--- src/tcw_pkg.sv ---
// Shared types and constants of the text console writer.
// Depends on nothing; imported by tcw_cursor, the top level and the testbench.
package tcw_pkg;

    localparam int DEF_COLUMNS = 80;
    localparam int DEF_ROWS    = 25;

    localparam int OPCODE_W = 2;
    localparam int CHAR_W   = 8;
    localparam int ATTR_W   = 8;
    localparam int CELL_W   = ATTR_W + CHAR_W;
    localparam int INDEX_W  = 11;
    localparam int POS_W    = 11;

    localparam logic [ATTR_W-1:0] RESET_ATTR   = 8'h0F;
    localparam logic [CHAR_W-1:0] NEWLINE_CHAR = 8'd10;
    localparam logic [CHAR_W-1:0] SPACE_CHAR   = 8'd32;
    localparam logic [CELL_W-1:0] RESET_CELL   = {RESET_ATTR, SPACE_CHAR};

    typedef enum logic [OPCODE_W-1:0] {
        OP_PUT   = 2'd0,
        OP_READ  = 2'd1,
        OP_CLEAR = 2'd2
    } t_opcode;

    typedef struct packed {
        logic step;
        logic newline;
        logic home;
    } t_cur_cmd;

endpackage

--- src/tcw_cursor.sv ---
// Cursor tracker: column, row base and linear position, with wrap and scroll detect.
// Depends on tcw_pkg.
module tcw_cursor
    import tcw_pkg::*;
#(
    parameter int COLUMNS = DEF_COLUMNS,
    parameter int ROWS    = DEF_ROWS
) (
    input  logic                                i_clk,
    input  logic                                i_rst_n,
    input  t_cur_cmd                            i_cmd,
    output logic [$clog2(COLUMNS*ROWS)-1:0]     o_pos,
    output logic [$clog2(COLUMNS*ROWS)-1:0]     o_next_pos,
    output logic                                o_scroll
);

    localparam int CELLS     = COLUMNS * ROWS;
    localparam int CELL_AW   = $clog2(CELLS);
    localparam int COL_W     = $clog2(COLUMNS);
    localparam int LAST_BASE = CELLS - COLUMNS;

    logic [COL_W-1:0]   r_col, n_col;
    logic [CELL_AW-1:0] r_base, n_base;
    logic [CELL_AW-1:0] r_pos, n_pos;
    logic               wrap;
    logic               last_row;

    assign wrap     = i_cmd.newline || (i_cmd.step && (r_col == COL_W'(COLUMNS - 1)));
    assign last_row = (r_base == CELL_AW'(LAST_BASE));

    always_comb begin
        n_col  = r_col;
        n_base = r_base;
        n_pos  = r_pos;
        if (i_cmd.home) begin
            n_col  = '0;
            n_base = '0;
            n_pos  = '0;
        end else if (wrap) begin
            n_col = '0;
            if (last_row) begin
                n_pos = r_base;
            end else begin
                n_base = r_base + CELL_AW'(COLUMNS);
                n_pos  = r_base + CELL_AW'(COLUMNS);
            end
        end else if (i_cmd.step) begin
            n_col = r_col + COL_W'(1);
            n_pos = r_pos + CELL_AW'(1);
        end
    end

    always_ff @(posedge i_clk) begin
        if (!i_rst_n) begin
            r_col  <= '0;
            r_base <= '0;
            r_pos  <= '0;
        end else begin
            r_col  <= n_col;
            r_base <= n_base;
            r_pos  <= n_pos;
        end
    end

    assign o_pos      = r_pos;
    assign o_next_pos = n_pos;
    assign o_scroll   = wrap && last_row && !i_cmd.home;

endmodule

--- config.mk ---
export PLATFORM = sky130hd
export DESIGN_NAME = tcw_cursor
export DESIGN_NICKNAME = d
export VERILOG_FILES = /design/src/tcw_pkg.sv /design/src/tcw_cursor.sv
export SDC_FILE = /design/constraint.sdc
export NUM_CORES = 1
export LEC_CHECK = 0
export BUFFER_PORTS_ARGS = -buffer_cell sky130_fd_sc_hd__buf_2
export CELL_PAD_IN_SITES_DETAIL_PLACEMENT = 1
export CELL_PAD_IN_SITES_GLOBAL_PLACEMENT = 1
export CORE_ASPECT_RATIO = 0.8
export CORE_MARGIN = 4
export CORE_UTILIZATION = 35
export DETAILED_ROUTE_END_ITERATION = 7
export PLACE_DENSITY = 0.75
export SLEW_MARGIN = 20
export SYNTH_ARGS = -nofsm -noshare
export SYNTH_HDL_FRONTEND = slang
export SYNTH_SLANG_ARGS = --single-unit
--- constraint.sdc ---
create_clock -name i_clk -period 1.5 [get_ports i_clk]
set_clock_uncertainty 0.05 [all_clocks]
set_input_delay 0.075 -clock i_clk [delete_from_list [all_inputs] [get_ports i_clk]]
set_output_delay 0.075 -clock i_clk [all_outputs]
set_load 0.02 [all_outputs]
==> impl_metrics.ini, run 1 <==
[route]
drt-pass1-iter-count = 4
wl_per_cell_um = 29.2
viasPerCell = 6.37
drt_iter0_markers = 133
vias = 1878
wirelength_um = 8620
ant_nets = 0
post-route-drc-count = 0

[die]
die_area_um2 = 4850
core_region_area_um2 = 3540
num_io_pins = 28
row_count = 19
dieWidth_um = 76.9
start_util = 0.375
die_h_um = 63.1

[sta]
layout_setup_ws_ps = -564
worstMarginPinSlew_ps = 550
tns_ps = -12960
finalSetupViolCount = 37
min_period_over_period = 1.38
rsz0062_at_grt = yes
slew_headroom = 0.633
finalHoldViolCount = 0
fin_crit_ps = 2060
max_clock_freq_mhz = 484
drv_slew = 0

[cts]
cts_tree = built
cts_num_sinks = 25
root_buffer = clkbuf_8
clk_latency_ps = 280
htreeDepth = 1
path_clk_slew_ps = 90
numCtsBuffers = 3
cts.path.max_buffers = 2

[min_path]
hold_path_class = in -> reg

[placed_design]
gp_congestion = 0.838
dp_hpwl_um = 3680
pre_cts_ws_ps = -270
io_buffer_count = 27

[global_route]
use_met2 = 0.499
gr-usage-met3 = 0.0556
grt_pass1_wl_um = 11200
track_usage = 0.296
met1_usage = 0.362
grt.busiest_layer = met2
overflow = 0
grt_max_degree = 15
grt_pass1_vias = 1989
antenna_found_initial = 0

[pwr]
p_int_uw = 1040
power_switching_uw = 477
pwr-share-seq = 0.458
clkPwrFrac = 0.281
ir_worst_vdd_uv = 707
power_frac_comb = 0.261
switching_share = 0.314
power_density_nw_per_um2 = 584
leakage_uw = 0.00103

[worst_setup_path]
cp_max_fo = 8
critPathCaptureType = output pin
critical_path_class = reg -> out
cp-start-kind = flop
arrival_ps = 1940
crit_required_ps = 1370

[yosys]
synth_async_sr_flop_share = 0
synth_nets = 170
synth_edf_count = 0
ys_seq_area_frac = 0.377
avgSynthCellArea_um2 = 8.25
syn_area_um2 = 1330
ys_seq_elements = 25
yosysWarningCount = 0
synth_cell_types = 33
synth_ff_type = dfxtp_1
synthCells = 161

[run_status]
status = finished with violations
violations = setup timing

[cells_and_area]
syn_to_final_growth_pct = 95.8
nets = 263
layout-drive-gt1-share = 0.700
n_antenna_cell = 0

[job]
drv_cap = 0
## flip-flops by register name, summed over array words and instances (netlist names)
name,cells
o_pos,11
r_base,7
r_col,7
## synthesized netlist by cell type (4+ instances only)
cell,instances,area (um^2)
nor2_1,17,63.8
xor2_1,6,52.6
nand3_1,5,25.0
dfxtp_1,25,500
a21oi_1,10,50.1
nand2_1,11,41.3
buf_2,5,25.0
xnor2_1,7,61.3
ha_1,4,50.1
nand4_1,5,31.3
o21ai_0,6,30.0
nor3_1,27,135
## power groups by stage
stage                     Clock (uW)  Combinational [uW]  Sequential, uW
after floorplan                    0                 139             716
after global placement             0                 241             705
after detailed placement           0                 250             706
after CTS                        424                 312             692
after global routing             465                 408             697
final                            427                 396             696
## logic make-up (layout without fill, tap and decap cells)
| family | after synthesis | after routing | synth area share |
|---|---|---|---|
| fa+ha+maj | 4 | 4 | 0.0377 |
| mux | 2 | 2 | 0.0151 |
| flops | 25 | 25 | 0.377 |
| simple gates | 79 | 80 | 0.305 |
| xor+xnor | 13 | 13 | 0.0857 |
| compound gates | 29 | 30 | 0.150 |
| buf+inv | 9 | 99 | 0.0301 |
## cells in the final DEF (no fill, tap or decap), drive strengths merged, types with 2 or more instances in the layout
master / Yosys / routed
nor3: 28 / 28
xor2: 6 / 6
o21a: 3 / 3
a211oi: 2 / 2
inv: 2 / 2
dfxtp: 25 / 25
clkbuf: 2 / 4
or2: 1 / 2
nand3: 5 / 5
nand2: 11 / 11
or4: 2 / 2
o31a: 3 / 3
a31oi: 1 / 2
buf: 5 / 93
nand4: 5 / 5
ha: 4 / 4
xnor2: 7 / 7
nor4: 3 / 3
mux2i: 2 / 2
o21ai: 6 / 6
nor2: 17 / 17
a21oi: 10 / 10
or3: 2 / 2
## critical path: stages, from the launching register on
cell,delay (ps)
dfxtp_2,340
ha_4,160
and4_4,180
buf_6,130
a31o_4,300
nor3_4,320
nor3_4,80
buf_6,160
## layer usage
layer,part of all wire,routed length (um)
met1,0.38,3320
met2,0.48,4130
met3,0.067,577
met4,0.068,589
met5,0,0
## through the flow
| step | std cells | total power, uW | hold WS, ps | cell area [um^2] | utilization |
|---|---|---|---|---|---|
| after global routing | 295 | 1570 | 245 | 2600 | 0.734 |
| after detailed placement | 270 | 957 | 476 | 2000 | 0.565 |
| after floorplan | 161 | 855 | 151 | 1510 | - |
| after CTS | 287 | 1430 | 207 | 2340 | 0.662 |
| final | 295 | 1520 | 252 | 2600 | 0.734 |
| after global placement | 270 | 946 | 454 | 2000 | 0.565 |
## cell type report
| class | instances | area (um^2) |
|---|---|---|
| inverter | 2 | 7.51 |
| sequential | 25 | 518 |
| tap | 42 | 52.6 |
| multi-input combinational | 129 | 1250 |
| timing repair buffer | 93 | 732 |
| clock buffer | 4 | 45.0 |
| fill | 366 | 941 |
## final timing paths
kind                   from       endpoint  slack, ps  depth (start not counted)
hold / removal     i_cmd[2]       r_col[0]        250                          4
hold reg to reg   r_base[6]      r_base[6]        560                          2
setup reg to reg   r_col[0]      r_base[6]       -420                          7
setup / recovery   r_col[0]  o_next_pos[9]       -560                          7
## timing repair
| action | 4_1_cts | 5_1_grt |
|---|---|---|
| pin swaps | 15 | 21 |
| resized for setup | 55 | 47 |
| buffers inserted | 11 | 12 |
| hold buffers | 0 | 0 |
| endpoints found under the setup margin | 37 | 37 |
| cloned | 2 | 0 |
Power figures use the tool's default switching activity.
==> inputs of run 2 (changes only) <==
--- a/config.mk
+++ b/config.mk
@@ -9,10 +9,9 @@
 export CELL_PAD_IN_SITES_DETAIL_PLACEMENT = 1
 export CELL_PAD_IN_SITES_GLOBAL_PLACEMENT = 1
 export CORE_ASPECT_RATIO = 0.8
-export CORE_MARGIN = 4
 export CORE_UTILIZATION = 35
 export DETAILED_ROUTE_END_ITERATION = 7
-export PLACE_DENSITY = 0.75
+export PLACE_DENSITY_LB_ADDON = 0.1
 export SLEW_MARGIN = 20
 export SYNTH_ARGS = -nofsm -noshare
 export SYNTH_HDL_FRONTEND = slang
==> run 2 against run 1 <==
The flow still finishes with violations (setup timing); first-iteration DRC count fell by 25%; core utilization fell by 3.3 points; power fell by 3.3%; hold slack improved by 34 ps; wire length fell by 15%; sequential share of layout area rose by 1.1 points; global-route usage fell by 0.16 points; sequential cell count did not move.
==> impl_metrics.ini, run 2 (synthesized netlist as in run 1, its figures left out) <==
[cts]
numCtsBuffers = 3
clk_latency_ps = 280
root_buffer = clkbuf_8
cts_num_sinks = 25
ctsHoldBuffers = 0
htreeDepth = 1
path_clk_slew_ps = 100
cts_tree = built
cts.path.max_buffers = 2

[route]
wl_per_cell_um = 25.3
drt_iter0_markers = 100
ant_nets = 0
vias = 1773
wirelength_um = 7290
viasPerCell = 6.16
post-route-drc-count = 0
drt-pass1-iter-count = 6

[sta]
whs_ps = 286
finalSetupViolCount = 37
worstMarginPinSlew_ps = 510
fin_crit_ps = 2040
slew_headroom = 0.660
rsz0062_at_grt = yes
drv_slew = 0
layout_setup_ws_ps = -544
finalHoldViolCount = 0
min_period_over_period = 1.36
max_clock_freq_mhz = 489

[global_route]
grt_pass1_vias = 1722
overflow = 0
track_usage = 0.294
antenna_found_initial = 0
grt_max_degree = 15
grt_pass1_wl_um = 8970

[pwr]
total_power_uw = 1470
power_switching_uw = 447
p_int_uw = 1020
clkPwrFrac = 0.287
pwr-share-seq = 0.475
switching_share = 0.304
power_density_nw_per_um2 = 595
leakage_uw = 0.000960
ir_worst_vdd_uv = 518
power_frac_comb = 0.237

[placed_design]
dp_hpwl_um = 3470
io_buffer_count = 27
place_inst = 265
gp_congestion = 0.841

[worst_setup_path]
worst_r2r_endpoint = r_base[4]
worst-path-buf-inv = 3
crit_family = simple AND/OR/NAND/NOR gates
cp_max_fo = 5
rrSetupSlack_ps = -520
critical_path_class = reg -> out
crit_path_frequent_cell = nor3_2
crit_chain = inv_2 > ha_4 > nand2_4 > nor3_4 > buf_6 > nor3_2 > nor3_2 > buf_4
crit_path_max_incr_delay_ps = 360
rr_startpoint = r_col[1]
rr_worst_depth = 8
arrival_ps = 1920
crit_required_ps = 1370
critPathCaptureType = output pin
critPathSlowestCell = nor3_4
cp-start-kind = flop

[die]
die_h_um = 57.1
dieWidth_um = 70.9
row_count = 19
num_io_pins = 28
start_util = 0.378
core_region_area_um2 = 3520
die_area_um2 = 4050

[min_path]
hold_path_class = in -> reg
hold_path_depth = 4
min_delay_worst_endpoint = o_pos[6]
hold_start = i_cmd[1]

[cells_and_area]
largest_reg_flops = 11
final_cells = 288
layout_common_cells = 62 x buf_4, 18 x nor3_2, 15 x buf_2
layout_commonest_cell = buf_4
syn_to_final_growth_pct = 85.7
nets = 256
utilization = 0.701
n_antenna_cell = 0
layout-drive-gt1-share = 0.675

[run_status]
violations = setup timing
status = finished with violations

[job]
drv_cap = 0
## run 2: cell count changes in the layout (fill, tap and decap cells not counted), moves of 3 or more
cell / before / now
nor3_2: 12 / 18
nor2_2: 7 / 3
nor3_4: 9 / 5
a21oi_2: 7 / 4
nor2_1: 9 / 14
buf_4: 59 / 62
buf_6: 19 / 10
## run 2: power groups by stage
stage          logic, uW  clock network, uW  registers (uW)
2_1_floorplan        139                  0             716
3_3_place_gp         232                  0             706
3_5_place_dp         240                  0             708
4_1_cts              289                426             694
5_1_grt              360                446             699
6_report             349                422             698
## run 2: worst reg2reg max path, cell delays in order (launching register included)
cell	delay, ps
dfxtp_2	360
ha_4	140
and4_4	280
a31oi_4	150
buf_4	180
buf_4	120
buf_4	150
o21ai_0	390
a21oi_2	100
## run 2: stage by stage
step                instance area [um^2]  setup TNS (ps)  worst slack (ps)
finish                              2470          -10970              -544
detailed placement                  1960           -4720              -246
floorplan                           1510            -211             -57.0
global route                        2470          -12420              -640
global placement                    1960           -2820              -168
CTS                                 2270           -7830              -452
## run 2: worst max path at each step
stage | cells past startpoint | slack, ps | endpoint | start
3_3_place_gp | 6 | -170 | o_next_pos[6] | r_col[1]
6_report | 8 | -540 | o_next_pos[7] | r_base[5]
4_1_cts | 6 | -450 | o_next_pos[6] | r_col[1]
5_1_grt | 8 | -640 | o_next_pos[10] | o_pos[1]
3_5_place_dp | 8 | -250 | o_next_pos[8] | r_base[5]
2_1_floorplan | 6 | -60 | o_next_pos[10] | r_col[0]
## run 2: timing repair
action	CTS	global route
setup buffers	8	13
endpoints found under the setup margin	37	37
resized for setup	45	31
pin swaps	9	12
gates cloned	1	0
## run 2: layer usage
| layer | GRT usage | wire (um) | up-vias |
|---|---|---|---|
| li1 | - | - | 756 |
| met1 | 0.357 | 2810 | 881 |
| met2 | 0.544 | 3650 | 102 |
| met3 | 0.0530 | 478 | 34 |
| met4 | 0.0686 | 346 | 0 |
| met5 | 0 | 0 | - |
## run 2: area by class of cell
cell class / instances / area, um^2
clock buffers: 4 / 45.0
inverters: 2 / 7.51
flip-flops and latches: 25 / 519
fillers: 369 / 1050
multi-input cells: 128 / 1190
well taps: 42 / 52.6
repair buffers: 87 / 653
